==> config.mk <==
export PLATFORM = sky130hd
export DESIGN_NAME = keystroke_line_editor
export DESIGN_NICKNAME = d
export VERILOG_FILES = /design/src/rtl/kle_pkg.sv /design/src/rtl/keystroke_line_editor.sv
export SDC_FILE = /design/constraint.sdc
export NUM_CORES = 1
export LEC_CHECK = 0
export ABC_CLOCK_PERIOD_IN_PS = 3250
export BUFFER_PORTS_ARGS = -buffer_cell sky130_fd_sc_hd__buf_2
export CORE_ASPECT_RATIO = 0.6
export CORE_UTILIZATION = 59
export CTS_BUF_LIST = sky130_fd_sc_hd__clkbuf_4
export CTS_CLUSTER_SIZE = 40
export DETAILED_ROUTE_END_ITERATION = 6
export PLACE_DENSITY_LB_ADDON = 0.05
export SYNTH_ARGS = -nofsm -noshare
export SYNTH_HDL_FRONTEND = slang
export SYNTH_SLANG_ARGS = --single-unit
==> constraint.sdc <==
create_clock -name clk_i -period 3.25 [get_ports clk_i]
set_input_delay 0 -clock clk_i [delete_from_list [all_inputs] [get_ports clk_i]]
set_output_delay 0 -clock clk_i [all_outputs]
set_load 0.005 [all_outputs]
==> src/rtl/kle_pkg.sv <==
// Package for the keystroke line editor: item types, key codes and the control program.
package kle_pkg;

  localparam logic [7:0] KEY_LEFT  = 8'h3C;
  localparam logic [7:0] KEY_RIGHT = 8'h3E;
  localparam logic [7:0] KEY_BACK  = 8'h2D;

  typedef struct packed {
    logic [7:0] key_byte;
    logic       line_end;
  } key_item_t;

  typedef struct packed {
    logic [7:0] out_byte;
    logic       last;
    logic       empty_line;
  } line_item_t;

  typedef enum logic [3:0] {
    ST_IDLE   = 4'd0,
    ST_L_RD   = 4'd1,
    ST_L_WR   = 4'd2,
    ST_R_RD   = 4'd3,
    ST_R_WR   = 4'd4,
    ST_BACK   = 4'd5,
    ST_INS    = 4'd6,
    ST_EMPTY  = 4'd7,
    ST_LS_RD  = 4'd8,
    ST_LS_EM  = 4'd9,
    ST_RS_SEL = 4'd10,
    ST_RS_RD  = 4'd11,
    ST_RS_EM  = 4'd12,
    ST_CLR    = 4'd13
  } step_e;

  typedef enum logic [2:0] {
    RD_NONE, RD_LEFT_TOP, RD_RIGHT_TOP, RD_LEFT_IDX, RD_RIGHT_IDX
  } rd_op_e;

  typedef enum logic [1:0] {
    WR_NONE, WR_RIGHT_MOVE, WR_LEFT_MOVE, WR_LEFT_KEY
  } wr_op_e;

  typedef enum logic [1:0] {
    CNT_HOLD, CNT_INC, CNT_DEC, CNT_CLR
  } cnt_op_e;

  typedef enum logic [2:0] {
    IDX_HOLD, IDX_ZERO, IDX_INC, IDX_DEC, IDX_LOAD_RC
  } idx_op_e;

  typedef enum logic [1:0] {
    EM_NONE, EM_EMPTY, EM_LEFT, EM_RIGHT
  } em_op_e;

  typedef enum logic [2:0] {
    NX_GOTO, NX_DISPATCH, NX_BR_LEFT, NX_BR_RCZ, NX_BR_IDXZ
  } nx_op_e;

  typedef struct packed {
    logic    accept;
    rd_op_e  rd;
    wr_op_e  wr;
    cnt_op_e lc;
    cnt_op_e rc;
    idx_op_e idx;
    em_op_e  em;
    nx_op_e  nx;
    step_e   target;  // goto target, or branch target when the condition holds
    step_e   alt;     // branch target when the condition fails
  } ucode_t;

  // Control program, one word per step.
  function automatic ucode_t ucode_rom(step_e step);
    ucode_t w;
    w = '{accept: 1'b0, rd: RD_NONE, wr: WR_NONE, lc: CNT_HOLD, rc: CNT_HOLD,
          idx: IDX_HOLD, em: EM_NONE, nx: NX_GOTO, target: ST_IDLE, alt: ST_IDLE};
    case (step)
      ST_IDLE: begin
        w.accept = 1'b1;
        w.idx    = IDX_ZERO;
        w.nx     = NX_DISPATCH;
      end
      ST_L_RD: begin
        w.rd     = RD_LEFT_TOP;
        w.lc     = CNT_DEC;
        w.target = ST_L_WR;
      end
      ST_L_WR: begin
        w.wr = WR_RIGHT_MOVE;
        w.rc = CNT_INC;
      end
      ST_R_RD: begin
        w.rd     = RD_RIGHT_TOP;
        w.rc     = CNT_DEC;
        w.target = ST_R_WR;
      end
      ST_R_WR: begin
        w.wr = WR_LEFT_MOVE;
        w.lc = CNT_INC;
      end
      ST_BACK: w.lc = CNT_DEC;
      ST_INS: begin
        w.wr = WR_LEFT_KEY;
        w.lc = CNT_INC;
      end
      ST_EMPTY: w.em = EM_EMPTY;
      ST_LS_RD: begin
        w.rd     = RD_LEFT_IDX;
        w.target = ST_LS_EM;
      end
      ST_LS_EM: begin
        w.em     = EM_LEFT;
        w.idx    = IDX_INC;
        w.nx     = NX_BR_LEFT;
        w.target = ST_RS_SEL;
        w.alt    = ST_LS_RD;
      end
      ST_RS_SEL: begin
        w.idx    = IDX_LOAD_RC;
        w.nx     = NX_BR_RCZ;
        w.target = ST_CLR;
        w.alt    = ST_RS_RD;
      end
      ST_RS_RD: begin
        w.rd     = RD_RIGHT_IDX;
        w.target = ST_RS_EM;
      end
      ST_RS_EM: begin
        w.em     = EM_RIGHT;
        w.idx    = IDX_DEC;
        w.nx     = NX_BR_IDXZ;
        w.target = ST_CLR;
        w.alt    = ST_RS_RD;
      end
      ST_CLR: begin
        w.lc = CNT_CLR;
        w.rc = CNT_CLR;
      end
      default: w.target = ST_IDLE;
    endcase
    return w;
  endfunction

endpackage

==> src/rtl/keystroke_line_editor.sv <==
// Keystroke line editor: a line held as two stacks, run by a small control program.
//
// Input channel (in_valid_i, in_stall_o, in_item_i) takes one keystroke item at a
// time. '<' and '>' move the cursor, '-' deletes before the cursor, any other byte
// is inserted; moves and deletes change nothing at a line edge, and an insert into a
// full line is dropped. An item with line_end set streams the line out on the
// output channel (out_valid_o, out_stall_i, out_item_o) left to right, last set
// on the final character, or as one item with empty_line set; the line is then
// cleared.
// The block takes one item at a time. A move reads the top of one stack and then
// writes it to the other stack. A line end reads each character from a stack
// memory and then loads it into the output register; when the whole line lies
// right of the cursor, a select step comes first. An empty line end loads the
// empty-line item straight into the output register.
// A stalled receiver holds the output register and the program waits at its
// emit step; no item is lost. Reset empties the line and the output register.
module keystroke_line_editor #(
  parameter int LINE_CAPACITY = 64
) (
  input  logic                   clk_i,
  input  logic                   rst_ni,
  input  logic                   in_valid_i,
  output logic                   in_stall_o,
  input  kle_pkg::key_item_t     in_item_i,
  output logic                   out_valid_o,
  input  logic                   out_stall_i,
  output kle_pkg::line_item_t    out_item_o
);

  localparam int IW = $clog2(LINE_CAPACITY);
  localparam int CW = $clog2(LINE_CAPACITY + 1);
  localparam logic [CW-1:0] CAP = CW'(LINE_CAPACITY);

  logic [7:0] left_mem  [LINE_CAPACITY];
  logic [7:0] right_mem [LINE_CAPACITY];

  kle_pkg::step_e      upc_q, upc_d;
  kle_pkg::ucode_t     uc;
  logic [CW-1:0]       lc_q, lc_d, rc_q, rc_d;
  logic [IW-1:0]       idx_q, idx_d;
  logic [7:0]          key_q;
  logic [7:0]          left_rd_q, right_rd_q;
  logic                out_valid_q;
  kle_pkg::line_item_t out_q, out_d;
  logic                out_free, hold, run, out_load;
  logic [CW-1:0]       lc_m1, rc_m1, idx_p1;
  logic [CW:0]         total;
  logic                rd_left, rd_right;
  logic [IW-1:0]       rd_left_addr, rd_right_addr;
  logic                wr_left, wr_right;
  logic [7:0]          wr_left_data;

  assign uc       = kle_pkg::ucode_rom(upc_q);
  assign out_free = !out_valid_q || !out_stall_i;
  assign hold     = (uc.em != kle_pkg::EM_NONE) && !out_free;
  assign run      = !hold;
  assign out_load = run && (uc.em != kle_pkg::EM_NONE);

  assign lc_m1  = lc_q - CW'(1);
  assign rc_m1  = rc_q - CW'(1);
  assign idx_p1 = CW'(idx_q) + CW'(1);
  assign total  = {1'b0, lc_q} + {1'b0, rc_q};

  assign in_stall_o  = !uc.accept;
  assign out_valid_o = out_valid_q;
  assign out_item_o  = out_q;

  // Next step, including the keystroke dispatch in the idle step.
  always_comb begin
    upc_d = upc_q;
    if (run) begin
      case (uc.nx)
        kle_pkg::NX_GOTO:    upc_d = uc.target;
        kle_pkg::NX_BR_LEFT: upc_d = (idx_p1 == lc_q) ? uc.target : uc.alt;
        kle_pkg::NX_BR_RCZ:  upc_d = (rc_q == '0) ? uc.target : uc.alt;
        kle_pkg::NX_BR_IDXZ: upc_d = (idx_q == '0) ? uc.target : uc.alt;
        kle_pkg::NX_DISPATCH: begin
          upc_d = kle_pkg::ST_IDLE;
          if (in_valid_i) begin
            if (in_item_i.line_end) begin
              if (total == '0)      upc_d = kle_pkg::ST_EMPTY;
              else if (lc_q == '0)  upc_d = kle_pkg::ST_RS_SEL;
              else                  upc_d = kle_pkg::ST_LS_RD;
            end else begin
              case (in_item_i.key_byte)
                kle_pkg::KEY_LEFT: begin
                  if (lc_q != '0 && rc_q != CAP) upc_d = kle_pkg::ST_L_RD;
                end
                kle_pkg::KEY_RIGHT: begin
                  if (rc_q != '0 && lc_q != CAP) upc_d = kle_pkg::ST_R_RD;
                end
                kle_pkg::KEY_BACK: begin
                  if (lc_q != '0) upc_d = kle_pkg::ST_BACK;
                end
                default: begin
                  if (total < {1'b0, CAP}) upc_d = kle_pkg::ST_INS;
                end
              endcase
            end
          end
        end
        default: upc_d = kle_pkg::ST_IDLE;
      endcase
    end
  end

  // Counters and the stream index.
  always_comb begin
    lc_d  = lc_q;
    rc_d  = rc_q;
    idx_d = idx_q;
    if (run) begin
      case (uc.lc)
        kle_pkg::CNT_INC: lc_d = lc_q + CW'(1);
        kle_pkg::CNT_DEC: lc_d = lc_m1;
        kle_pkg::CNT_CLR: lc_d = '0;
        default:          lc_d = lc_q;
      endcase
      case (uc.rc)
        kle_pkg::CNT_INC: rc_d = rc_q + CW'(1);
        kle_pkg::CNT_DEC: rc_d = rc_m1;
        kle_pkg::CNT_CLR: rc_d = '0;
        default:          rc_d = rc_q;
      endcase
      case (uc.idx)
        kle_pkg::IDX_ZERO:    idx_d = '0;
        kle_pkg::IDX_INC:     idx_d = idx_q + IW'(1);
        kle_pkg::IDX_DEC:     idx_d = idx_q - IW'(1);
        kle_pkg::IDX_LOAD_RC: idx_d = rc_m1[IW-1:0];
        default:              idx_d = idx_q;
      endcase
    end
  end

  // Memory port controls.
  always_comb begin
    rd_left       = 1'b0;
    rd_right      = 1'b0;
    rd_left_addr  = idx_q;
    rd_right_addr = idx_q;
    case (uc.rd)
      kle_pkg::RD_LEFT_TOP: begin
        rd_left      = 1'b1;
        rd_left_addr = lc_m1[IW-1:0];
      end
      kle_pkg::RD_RIGHT_TOP: begin
        rd_right      = 1'b1;
        rd_right_addr = rc_m1[IW-1:0];
      end
      kle_pkg::RD_LEFT_IDX:  rd_left  = 1'b1;
      kle_pkg::RD_RIGHT_IDX: rd_right = 1'b1;
      default: ;
    endcase
    wr_left      = 1'b0;
    wr_right     = 1'b0;
    wr_left_data = key_q;
    case (uc.wr)
      kle_pkg::WR_RIGHT_MOVE: wr_right = 1'b1;
      kle_pkg::WR_LEFT_MOVE: begin
        wr_left      = 1'b1;
        wr_left_data = right_rd_q;
      end
      kle_pkg::WR_LEFT_KEY: wr_left = 1'b1;
      default: ;
    endcase
  end

  // Result item for the current emit step.
  always_comb begin
    out_d = out_q;
    case (uc.em)
      kle_pkg::EM_EMPTY: out_d = '{out_byte: 8'h00, last: 1'b1, empty_line: 1'b1};
      kle_pkg::EM_LEFT:
        out_d = '{out_byte: left_rd_q, last: (idx_p1 == lc_q) && (rc_q == '0),
                  empty_line: 1'b0};
      kle_pkg::EM_RIGHT:
        out_d = '{out_byte: right_rd_q, last: (idx_q == '0), empty_line: 1'b0};
      default: out_d = out_q;
    endcase
  end

  always_ff @(posedge clk_i or negedge rst_ni) begin
    if (!rst_ni) begin
      upc_q       <= kle_pkg::ST_IDLE;
      lc_q        <= '0;
      rc_q        <= '0;
      idx_q       <= '0;
      out_valid_q <= 1'b0;
    end else begin
      upc_q <= upc_d;
      lc_q  <= lc_d;
      rc_q  <= rc_d;
      idx_q <= idx_d;
      if (out_load)         out_valid_q <= 1'b1;
      else if (!out_stall_i) out_valid_q <= 1'b0;
    end
  end

  always_ff @(posedge clk_i) begin
    if (uc.accept && in_valid_i) key_q <= in_item_i.key_byte;
    if (out_load) out_q <= out_d;
  end

  always_ff @(posedge clk_i) begin
    if (wr_left) left_mem[lc_q[IW-1:0]] <= wr_left_data;
    if (rd_left) left_rd_q <= left_mem[rd_left_addr];
  end

  always_ff @(posedge clk_i) begin
    if (wr_right) right_mem[rc_q[IW-1:0]] <= left_rd_q;
    if (rd_right) right_rd_q <= right_mem[rd_right_addr];
  end

endmodule
==> results.md <==
- Result of the run: finished clean
- Number of global-route vias before repair: 27100
- Total design power: 0.0502 W
- DRT Wirelength: 127 mm
- Floorplan die area: 0.0756 mm^2
- Violation count after the first detailed-route iteration: between 4000 and 5000
- Top cell type by total area after synthesis: sky130_fd_sc_hd__edfxtp_1
- Ratio of total power to cell area: 969 mW/mm^2
- Global routing usage on met2: 42.0%
- Power Internal: 0.0310 W
- Total of fill cells in the finished design: 4964
- Total buffers and inverters traversed by the critical path: 5
- List of cells traversed by the critical path: inv_1 > ha_1 > xor2_1 > buf_4 > mux2i_4 > buf_6 > buf_4 > nand2_1 > nand3_1 > nand4_1 > buf_4 > o211ai_1 > o2111ai_2 > a21oi_1
- Total CTS buffers: 234
- Number of failing setup endpoints in the final timing report: 0
- Delay of the slowest cell on the worst path: 0.42 ns
- Count of final max-slew check failures: 0
- Library cells used by synthesis: 68
- Hold Crit Depth: 7
- Async S/R FF share, synth: 2.31%
- Post-synthesis cell count: about 2700
- Count of input and output buffers: 24
- Number of DRC violations after detailed routing: 0
- Type of origin of the critical path: flip-flop
- Weighted congestion reported at the end of routability-driven placement: 0.965
- Part of the total power dissipated in the clock network: roughly a fifth
- Clock tree sinks: between 1000 and 1500
- F_max: 311 MHz
- Via density per instance: 6.38
- Die extent in y: 213 um
- Post-route clock period utilization: about 99%
- Total global routing track utilization: 33.9%
- CTS Root Cell: sky130_fd_sc_hd__clkbuf_4
- Synth top area share: 72.3%
- Data required time of the critical path: 4.23 ns
- Routed Antenna Nets: 0
- First-pass GRT wire length: between 150 and 200 mm
- Iteration count of the initial detailed-routing pass: 6
- Portion of the post-synthesis area used by sequential elements: between 70% and 80%
- Antenna violations before repair: 4
- Warnings, synthesis: 0
- Reg clk slew, reported paths: 0.08 ns
- Avg Cell Area, Syn: 16.0 um^2
- Maximum number of pins on one net before global-route repair: 66
- Hold wc startpoint: in_item_i[2]
- Initial cell density of the core: between 50 and 60%
- CTS H-tree depth: 4
- IR drop worst, VDD: 0.000638 V
- Latest clock arrival within the worst-skew pair: 1.18 ns
- # nets final: 3316
- Clock tree from TritonCTS: yes
- Boundary Pins: 25
- Cell with the biggest individual delay on the critical path: sky130_fd_sc_hd__dfrtp_1
- CP most frequent cell: sky130_fd_sc_hd__buf_4
- Grt ovf: 0
- Worst clock skew: roughly 0.074 ns
- Number of buffers on the longest clock path: 3
- Net switching power figure: 0.0192 W
- Worst-margin pin slew: between 1 and 1.5 ns
- Count of final hold-check violations: 0
- Switching Share: a little under two fifths
- Critical path's top delay family: buffers and inverters
- Critical Path AT: 4.20 ns
- Start of the worst register-to-register path: rc_q[0]$_DFFE_PN0P_
- Grt peak-use layer: met1
- Fraction of layout instances using a drive strength above 1: 29.7%
- Start-to-end type of the worst setup path: flip-flop to flip-flop
- RR Endpoint: right_rd_q[1]$_DFFE_PP_
- Prevailing post-synth register cell: sky130_fd_sc_hd__edfxtp_1
- Worst-case headroom to the max-slew limit: about a fifth
- Setup repair after global routing missed its margin: yes
- Hold Path Class: input pin to flip-flop
- Global routing met1 resource utilization: 53.7%
- Max Cap Viol: 0
- HPWL after detailed placement: ~84 mm
- Worst Hold Endpoint: upc_q[0]$_DFFE_PN0N_
- Total of flip-flops plus latches after synthesis: 1083
- Commonest cells post-synth: sky130_fd_sc_hd__edfxtp_1, sky130_fd_sc_hd__nand2_1, sky130_fd_sc_hd__nor2_1
- Horiz. Die Dim: between 300 and 400 um
- Average routed wire per standard cell: 28.5 um
- Area growth, synth to finish: 18.0%
- Cell area after synthesis: around 0.044 mm^2
- Synth Net Count: roughly 2800
- Core Region: approximately 0.074 mm^2
- Sequential group share of total power: 35.4%
- End-of-flow core utilization: 70.4%
- Final Critical Period: roughly 3.2 ns
- Cell leakage power: around 18 nW
- Reg2reg setup slack: approximately 0.034 ns
- Number of enable flip-flop cells after synthesis: 1058
- Combinational share of power: 43.2%
- Logic depth of the worst register-to-register path: 14
- Top post-synthesis cells by area: sky130_fd_sc_hd__edfxtp_1, sky130_fd_sc_hd__mux4_2, sky130_fd_sc_hd__nand2_1, sky130_fd_sc_hd__nor2_1, sky130_fd_sc_hd__nand3_1
- Most used standard cell by instance count after synthesis: sky130_fd_sc_hd__edfxtp_1
- Worst Setup End Kind: flip-flop
- Largest fanout on the critical path: 15
- Met3 usage: 14.7%
- Overall via count from detail_route: 28500
- Number of rows in the core area: 77
-- how the worst max path moves through the flow --
stage / startpoint / slack [ns] / endpoint / depth (start not counted)
after floorplan: upc_q[2]$_DFFE_PN0N_ / 0.11 / idx_q[5]$_DFFE_PN0P_ / 13
after global placement: upc_q[1]$_DFFE_PN0N_ / -0.05 / left_rd_q[6]$_DFFE_PP_ / 12
after detailed placement: upc_q[1]$_DFFE_PN0N_ / -0.08 / left_rd_q[6]$_DFFE_PP_ / 12
after CTS: upc_q[2]$_DFFE_PN0N_ / 0.02 / right_rd_q[1]$_DFFE_PP_ / 12
after global routing: upc_q[1]$_DFFE_PN0N_ / -0.05 / left_rd_q[4]$_DFFE_PP_ / 13
final: rc_q[0]$_DFFE_PN0P_ / 0.03 / right_rd_q[1]$_DFFE_PP_ / 14
-- layout by cell type, fill, tap and decap left out, types with 17 or more instances in the layout --
cell type                       Yosys  layout
sky130_fd_sc_hd__nor2_1           223     219
sky130_fd_sc_hd__a21oi_1           63      61
sky130_fd_sc_hd__o21ai_0           45      39
sky130_fd_sc_hd__nand2_1          428     428
sky130_fd_sc_hd__edfxtp_1        1058    1058
sky130_fd_sc_hd__nor3_1            19      18
sky130_fd_sc_hd__buf_4             11     356
sky130_fd_sc_hd__mux2i_1           71      59
sky130_fd_sc_hd__buf_2             54      24
sky130_fd_sc_hd__mux4_2           154     154
sky130_fd_sc_hd__dfrtp_1           25      24
sky130_fd_sc_hd__a32oi_1           36      36
sky130_fd_sc_hd__clkinv_1           1      44
sky130_fd_sc_hd__ha_1              17      17
sky130_fd_sc_hd__buf_12             0      34
sky130_fd_sc_hd__a22oi_1           20      17
sky130_fd_sc_hd__a31oi_1           37      37
sky130_fd_sc_hd__nand4_1           24      24
sky130_fd_sc_hd__nand3_1          148     142
sky130_fd_sc_hd__dlygate4sd3_1      0      27
sky130_fd_sc_hd__inv_1             18      18
sky130_fd_sc_hd__clkbuf_4           0     361
-- metrics by stage --
stage	cell area [um^2]	setup WS [ns]	instances	setup TNS [ns]	hold slack (ns)
finish	51800	0.0337	4462	0	0.153
global route	51800	-0.0462	4461	-0.156	0.0764
CTS	51300	0.0218	4430	0	0.0114
detailed placement	47900	-0.0820	3978	-0.119	0.0780
global placement	47900	-0.0461	3978	-0.0612	0.0655
floorplan	43900	0.110	2742	0	-0.296
-- cells by family (layout without fill, tap and decap cells) --
family	Yosys count	count (layout)	share of synthesized area, %
xor gates and xnor gates	22	22	0.439
buffers and inverters	168	896	1.73
DFF	1083	1083	73.8
and+or+nand+nor	907	907	8.85
AOI/OAI and AO/OA	301	301	4.65
other	0	5	0
muxes	242	242	9.99
adders and majority gates	19	19	0.575
-- sequential cells by signal, indices dropped and copies added (netlist names), 7 cells and up --
| register | flops |
|---|---|
| right_mem | 512 |
| right_rd_q | 8 |
| left_mem | 512 |
| rc_q | 7 |
| out_item_o | 10 |
| key_q | 8 |
| lc_q | 7 |
| left_rd_q | 8 |
-- layout make-up --
type                    instances  area [um^2]  area share, %
repair buffers                455         3980           7.68
diodes                          5         12.5         0.0241
clock inverters                61          380          0.734
well taps                     987         1230           2.38
multi-input cells            1491        11000           21.3
inverters                      19         71.3          0.138
clock buffers                 361         2710           5.23
flip-flops and latches       1083        32400           62.5
-- power by group through the flow --
stage	registers [W]	clock network, W	logic (W)
floorplan	0.0182	0	0.0105
global placement	0.0180	0	0.0195
detailed placement	0.0181	0	0.0198
CTS	0.0177	0.0109	0.0200
global route	0.0178	0.0116	0.0227
finish	0.0178	0.0107	0.0217
-- what timing repair did --
action,CTS,global route
hold endpoints to repair,62,0
pin swaps,0,9
endpoints found under the setup margin,4,18
gates cloned,0,3
hold buffers,28,0
gates resized for setup,7,52
setup buffers,2,24
-- per-layer routing --
layer	vias up	wire length [um]
met5	-	0
met4	0	1950
met3	178	22500
met2	2127	49000
met1	14200	53600
li1	11900	-
-- tightest hold or removal path, cell delays in order --
cell and delay (ns):
sky130_fd_sc_hd__dlygate4sd3_1 0.52, sky130_fd_sc_hd__buf_2 0.14, sky130_fd_sc_hd__nor3b_1 0.07, sky130_fd_sc_hd__a31oi_1 0.20, sky130_fd_sc_hd__o21ai_0 0.11, sky130_fd_sc_hd__nand3_1 0.08, sky130_fd_sc_hd__a22oi_1 0.09
Note: power is estimated with default switching activity, not from simulation.
